[config.mk]
export PLATFORM = sky130hd
export DESIGN_NAME = tkhs_ctrl
export DESIGN_NICKNAME = d
export VERILOG_FILES = /design/src/sv/tkhs_pkg.sv /design/src/sv/tkhs_ctrl.sv
export SDC_FILE = /design/constraint.sdc
export NUM_CORES = 1
export LEC_CHECK = 0
export BUFFER_PORTS_ARGS = -buffer_cell sky130_fd_sc_hd__buf_2
export CAP_MARGIN = 20
export CORE_MARGIN = 5
export CORE_UTILIZATION = 49
export CTS_CLUSTER_DIAMETER = 40
export DETAILED_ROUTE_END_ITERATION = 16
export GPL_ROUTABILITY_DRIVEN = 0
export GPL_TIMING_DRIVEN = 0
export HOLD_SLACK_MARGIN = 0.1
export PLACE_DENSITY = 0.76
export SLEW_MARGIN = 20
export SYNTH_ARGS = -nofsm -noshare
export SYNTH_HDL_FRONTEND = slang
export SYNTH_SLANG_ARGS = --single-unit
export TNS_END_PERCENT = 50
[constraint.sdc]
create_clock -name i_clk -period 1.9 [get_ports i_clk]
set_input_delay 0.095 -clock i_clk [delete_from_list [all_inputs] [get_ports i_clk]]
set_output_delay 0.095 -clock i_clk [all_outputs]
set_load 0.05 [all_outputs]
[src/sv/tkhs_pkg.sv]
// Shared types, codes and helpers for the top-k heap candidate selector.
// Used by the controller, the datapath and the top level; no dependencies.
`default_nettype none

package tkhs_pkg;

    // Defaults for the top-level parameters
    localparam int DEF_HEAP_DEPTH = 64;
    localparam int DEF_ID_SPACE   = 4096;

    // Input opcodes
    localparam logic [1:0] OP_START  = 2'd0;
    localparam logic [1:0] OP_CAND   = 2'd1;
    localparam logic [1:0] OP_FINISH = 2'd2;

    // Register indexes
    localparam logic [1:0] REG_MODE   = 2'd0;
    localparam logic [1:0] REG_K      = 2'd1;
    localparam logic [1:0] REG_RADIUS = 2'd2;
    localparam logic [1:0] REG_OFFSET = 2'd3;

    localparam logic [6:0] K_RESET = 7'd10;

    // Datapath commands
    typedef logic [3:0] t_cmd;
    localparam t_cmd CMD_NONE     = 4'd0;
    localparam t_cmd CMD_CLR      = 4'd1;
    localparam t_cmd CMD_START    = 4'd2;
    localparam t_cmd CMD_ACCEPT   = 4'd3;
    localparam t_cmd CMD_MARK_RD  = 4'd4;
    localparam t_cmd CMD_MARK_WR  = 4'd5;
    localparam t_cmd CMD_PLACE    = 4'd6;
    localparam t_cmd CMD_UP_RD    = 4'd7;
    localparam t_cmd CMD_UP_MOVE  = 4'd8;
    localparam t_cmd CMD_ROOT_RD  = 4'd9;
    localparam t_cmd CMD_HOLE0    = 4'd10;
    localparam t_cmd CMD_DN_RDL   = 4'd11;
    localparam t_cmd CMD_DN_LATCH = 4'd12;
    localparam t_cmd CMD_DN_MOVE  = 4'd13;
    localparam t_cmd CMD_EMIT     = 4'd14;
    localparam t_cmd CMD_POP_LOAD = 4'd15;

    // Datapath status toward the controller
    typedef struct packed {
        logic id_ok;
        logic clr_last;
        logic keep;
        logic push;
        logic i_zero;
        logic e_gt_rd;
        logic s_lt_rd;
        logic l_lt_cnt;
        logic best_gt_e;
        logic cnt_zero;
        logic cnt_one;
        logic out_busy;
    } t_status;

    // Heap entry: score in the upper half, id in the lower half
    typedef logic [63:0] t_entry;

    // Order by signed score, then unsigned id
    function automatic logic ent_gt(input t_entry a, input t_entry b);
        return {~a[63], a[62:0]} > {~b[63], b[62:0]};
    endfunction

endpackage

`default_nettype wire

[src/sv/tkhs_ctrl.sv]
// Controller state machine of the top-k heap selector: sequences mark access,
// sift-up, sift-down, drain and the mark-clearing pass. Depends on tkhs_pkg.
`default_nettype none

module tkhs_ctrl
    import tkhs_pkg::*;
(
    input  wire logic       i_clk,
    input  wire logic       i_rst_n,
    input  wire logic       i_valid,
    input  wire logic [1:0] i_opcode,
    input  wire t_status    i_st,
    output logic            o_ready,
    output t_cmd            o_cmd
);

    localparam logic [3:0] S_CLR     = 4'd0;
    localparam logic [3:0] S_IDLE    = 4'd1;
    localparam logic [3:0] S_MRD     = 4'd2;
    localparam logic [3:0] S_MWR     = 4'd3;
    localparam logic [3:0] S_UPRD    = 4'd4;
    localparam logic [3:0] S_UPCMP   = 4'd5;
    localparam logic [3:0] S_ROOT    = 4'd6;
    localparam logic [3:0] S_ROOTCMP = 4'd7;
    localparam logic [3:0] S_DNRDL   = 4'd8;
    localparam logic [3:0] S_DNRDR   = 4'd9;
    localparam logic [3:0] S_DNCMP   = 4'd10;
    localparam logic [3:0] S_DRD     = 4'd11;
    localparam logic [3:0] S_DEMIT   = 4'd12;
    localparam logic [3:0] S_DLOAD   = 4'd13;

    logic [3:0] r_state, n_state;
    logic       r_drain, n_drain;
    logic [3:0] after_sift;

    assign after_sift = r_drain ? S_DRD : S_IDLE;
    assign o_ready    = (r_state == S_IDLE);

    // Next state and command
    always_comb begin
        n_state = r_state;
        n_drain = r_drain;
        o_cmd   = CMD_NONE;
        unique case (r_state)
            S_CLR: begin
                o_cmd = CMD_CLR;
                if (i_st.clr_last) n_state = S_IDLE;
            end
            S_IDLE: begin
                if (i_valid) begin
                    priority if (i_opcode == OP_START) begin
                        o_cmd   = CMD_START;
                        n_state = S_CLR;
                    end else if (i_opcode == OP_CAND) begin
                        o_cmd = CMD_ACCEPT;
                        if (i_st.id_ok) n_state = S_MRD;
                    end else if (i_opcode == OP_FINISH) begin
                        n_drain = 1'b1;
                        n_state = S_DRD;
                    end else begin
                        n_state = S_IDLE;
                    end
                end
            end
            S_MRD: begin
                o_cmd   = CMD_MARK_RD;
                n_state = S_MWR;
            end
            S_MWR: begin
                o_cmd = CMD_MARK_WR;
                priority if (!i_st.keep) n_state = S_IDLE;
                else if (i_st.push)      n_state = S_UPRD;
                else                     n_state = S_ROOT;
            end
            S_UPRD: begin
                if (i_st.i_zero) begin
                    o_cmd   = CMD_PLACE;
                    n_state = S_IDLE;
                end else begin
                    o_cmd   = CMD_UP_RD;
                    n_state = S_UPCMP;
                end
            end
            S_UPCMP: begin
                if (i_st.e_gt_rd) begin
                    o_cmd   = CMD_UP_MOVE;
                    n_state = S_UPRD;
                end else begin
                    o_cmd   = CMD_PLACE;
                    n_state = S_IDLE;
                end
            end
            S_ROOT: begin
                o_cmd   = CMD_ROOT_RD;
                n_state = S_ROOTCMP;
            end
            S_ROOTCMP: begin
                if (i_st.s_lt_rd) begin
                    o_cmd   = CMD_HOLE0;
                    n_state = S_DNRDL;
                end else begin
                    n_state = S_IDLE;
                end
            end
            S_DNRDL: begin
                if (i_st.l_lt_cnt) begin
                    o_cmd   = CMD_DN_RDL;
                    n_state = S_DNRDR;
                end else begin
                    o_cmd   = CMD_PLACE;
                    n_state = after_sift;
                end
            end
            S_DNRDR: begin
                o_cmd   = CMD_DN_LATCH;
                n_state = S_DNCMP;
            end
            S_DNCMP: begin
                if (i_st.best_gt_e) begin
                    o_cmd   = CMD_DN_MOVE;
                    n_state = S_DNRDL;
                end else begin
                    o_cmd   = CMD_PLACE;
                    n_state = after_sift;
                end
            end
            S_DRD: begin
                if (i_st.cnt_zero) begin
                    n_drain = 1'b0;
                    n_state = S_IDLE;
                end else begin
                    o_cmd   = CMD_ROOT_RD;
                    n_state = S_DEMIT;
                end
            end
            S_DEMIT: begin
                // Hold the root until the output register is free
                if (!i_st.out_busy) begin
                    o_cmd   = CMD_EMIT;
                    n_state = i_st.cnt_one ? S_DRD : S_DLOAD;
                end
            end
            S_DLOAD: begin
                o_cmd   = CMD_POP_LOAD;
                n_state = S_DNRDL;
            end
            default: begin
                n_state = S_IDLE;
            end
        endcase
    end

    always_ff @(posedge i_clk) begin
        if (!i_rst_n) begin
            r_state <= S_CLR;
            r_drain <= 1'b0;
        end else begin
            r_state <= n_state;
            r_drain <= n_drain;
        end
    end

endmodule

`default_nettype wire

==> metrics.txt <==
number of flops mapped to enable cells by yosys 0; cell types with the largest area share after synthesis sky130_fd_sc_hd__dfxtp_1 13%, sky130_fd_sc_hd__ha_1 4.7%, sky130_fd_sc_hd__a21oi_1 4.4%; area of placed instances approximately 920 µm²; buffer count from post-CTS setup fixing 0; Internal Pwr Total approximately 0.24 mW; Clock Pin Slew Worst Setup and Hold Paths roughly 40 ps; highest routed metal layer met4; Die Area approximately 0.0025 mm²; total half-perimeter wirelength after legalization and detailed placement ~1.9 mm; routed wl met2 1.10 mm; count of pins on the block boundary 22; number of antenna diodes 0; endpoint of the most critical register-to-register path r_state[1]$_SDFFE_PN0P_; number of vias per cell ~6.3; fraction of power spent switching nets roughly a third; outcome finished clean; count of input and output buffers 21; wire length of the first global-routing pass around 4 mm; skew final 0.231 ps; Synth-to-Final Area Change 19.7%; Max clock buf depth 2; largest family of logic cells by synthesized area compound AO/OA/AOI/OAI gates; element type at the critical path end output pin; Layout Cells excl Fill about 150; die outline width approximately 50 µm; power per standard cell area between 300 and 400 mW/mm²; Met1 Wirelength ~940 µm; cell taking the most area after synthesis sky130_fd_sc_hd__dfxtp_1; multi-input logic area a little under 600 µm²; slew at the pin closest to its max-slew limit roughly 440 ps; Placeable Area ~0.0015 mm²; startpoint of the worst hold path i_rst_n; drt pass-1 iters 4; setup slack of the worst register-to-register path about 400 ps; gate count of the mapped netlist 113; net switching power of the design around 0.12 mW; startpoint types flip-flop; Clock Tree Root sky130_fd_sc_hd__clkbuf_4; number of global-route vias before repair a little over 900; Fmax achieved 556 MHz; wire length on met3 between 200 and 300 µm; TritonCTS clock tree built; most common cell after layout, fill and taps aside sky130_fd_sc_hd__buf_2; static leakage 0.391 nW; max-slew violation count 0; depth of the worst hold-timing path 3; largest fanout on the critical path 10; final-report hold violation count 0; total number of yosys warnings 0; combinational power share a little over a third; summed instance area of the synthesized netlist roughly 790 µm²; Reg2Reg Depth 4; adder-cell area share of the yosys netlist 4.74%; asr flop ratio synth 0%; Inserted Clock Buffers 3; top flip-flop cell by instance count after synthesis sky130_fd_sc_hd__dfxtp_1; synthesized-area fraction occupied by xor and xnor cells 0%; H-tree Lvls 1; mux contribution to synthesized area under 10%; Reg area between 100 and 150 µm²; clock group share of total power about 33%; number of buffers added to fix hold violations after cts 0; minimum setup slack in the final design just over 100 ps; average cell area after synthesis between 7 and 8 µm²; max_cap viols 0; fin crit period around 1800 ps; synthesis-stage register bit count 5; GR Overflow Total 0; number of clock sinks 5; total nets after synthesis approximately 130; Vert. Die Dim around 50 µm; maximum number of pins on one net before global-route repair 11; setup slack at placement about 370 ps; Fin Setup TNS 0 ps; kind of path behind the tightest hold check in -> reg; vias after detailed routing just under 1k; end point of the worst hold path r_drain$_SDFFE_PN0P_; antenna violation net count after detailed routing 0; number of different library cells in the post-synthesis netlist 43; maximum ir drop on the vdd rail ~0.00047 V; synthesized-area fraction occupied by ao, oa, aoi and oai cells 37.4%; Crit Reg-Reg Startpoint r_state[1]$_SDFFE_PN0P_; Global Route Usage Sum between 10% and 20%; worst-case headroom to the max-slew limit just over 70%; Routed WL 2.38 mm; finished layout cell area around 950 µm²; NumNets Final 159; endpoint arrival time on the critical path approximately 1700 ps; share of cells above drive strength 1 approximately 28%; portion of the clock cycle consumed by the worst path in the final layout a little over nine tenths; number of rows created at floorplan 14; fraction of the mapped netlist area in simple logic gates between 30% and 40%; core occupancy in the finished layout between 60 and 70%; Routed WL per cell ~15 µm; power share of the sequential group a little under a third; Worst-Skew Late Latency 240 ps; starting density of the core about half; Layout fillers ~140; leading cell types in the layout, fill and taps excluded 21 x sky130_fd_sc_hd__buf_2, 8 x sky130_fd_sc_hd__nor2_1, 8 x sky130_fd_sc_hd__nand2_1; Worst Setup Path Type reg -> out; Seq/Total Area, Yosys 12.6%; DRC violations left 0; number of cells in the design after placement 150; Required @ worst endpoint 1800 ps; DRC violation total after the first TritonRoute iteration between 80 and 90; setup violation total in the final timing report 0; Synth top area share 12.6%; number of antenna violations at the first check in global routing 0; Resized cells post-CTS 0
==> logic make-up after synthesis <==
| group | count (synthesis) |
|---|---|
| and+or+nand+nor | 44 |
| AOI/OAI and AO/OA | 42 |
| buffers and inverters | 17 |
| DFF | 5 |
| adders and majority gates | 3 |
| muxes | 2 |
==> sequential cells by signal, indices dropped and copies added, names as in the netlist <==
signal and count:
r_drain 1, r_state 4
==> layout make-up <==
class	instances	share of cell area [%]
Buffer	8	6.60
Clock buffer	4	2.77
Inverter	9	3.56
Multi-Input combinational cell	91	62.8
Sequential cell	5	10.6
Tap cell	16	2.11
Timing Repair Buffer	21	11.6
==> synth_stat cells, types with 3 or more instances <==
master	instances
sky130_fd_sc_hd__nand4_1	3
sky130_fd_sc_hd__ha_1	3
sky130_fd_sc_hd__buf_4	4
sky130_fd_sc_hd__nor2_1	8
sky130_fd_sc_hd__a211oi_1	3
sky130_fd_sc_hd__inv_1	6
sky130_fd_sc_hd__dfxtp_1	5
sky130_fd_sc_hd__nand3b_1	3
sky130_fd_sc_hd__nor2b_1	5
sky130_fd_sc_hd__nand2_1	8
sky130_fd_sc_hd__nand3_1	6
sky130_fd_sc_hd__inv_2	3
sky130_fd_sc_hd__a21oi_1	7
sky130_fd_sc_hd__o21ai_1	6
sky130_fd_sc_hd__o21ai_0	4
==> layer usage <==
metal	track usage, %	up-vias
li1	-	472
met1	25.2	426
met2	29.9	69
met3	8.28	10
met4	6.55	0
met5	0	-
==> worst max path at each step <==
stage                                        from  endpoint  cells after the start
after floorplan           r_state[0]$_SDFFE_PN0P_  o_cmd[0]                      5
after global placement    r_state[1]$_SDFFE_PN0P_  o_cmd[0]                      7
after detailed placement  r_state[1]$_SDFFE_PN0P_  o_cmd[0]                      7
after CTS                 r_state[1]$_SDFFE_PN0P_  o_cmd[0]                      7
after global routing      r_state[0]$_SDFFE_PN0P_  o_cmd[3]                      7
final                     r_state[0]$_SDFFE_PN0P_  o_cmd[2]                      6
==> critical path, cell delays in order, from the launching register on <==
cell	delay (ps)
sky130_fd_sc_hd__dfxtp_1	400
sky130_fd_sc_hd__buf_4	210
sky130_fd_sc_hd__buf_4	180
sky130_fd_sc_hd__o21ai_1	80
sky130_fd_sc_hd__a22o_1	180
sky130_fd_sc_hd__a21oi_1	130
sky130_fd_sc_hd__buf_2	280
==> stage by stage <==
step / power, mW / hold slack [ps]
after global routing: 0.397 / 160
after floorplan: 0.197 / 231
after detailed placement: 0.240 / 388
after global placement: 0.238 / 391
final: 0.359 / 146
after CTS: 0.362 / 135
==> power groups by stage <==
stage | combinational (mW) | sequential [mW] | clock, mW
5_1_grt | 0.143 | 0.112 | 0.142
3_3_place_gp | 0.125 | 0.113 | 0
3_5_place_dp | 0.127 | 0.113 | 0
2_1_floorplan | 0.0846 | 0.112 | 0
6_report | 0.130 | 0.111 | 0.118
4_1_cts | 0.127 | 0.111 | 0.124
(Power assumes the default switching activity.)
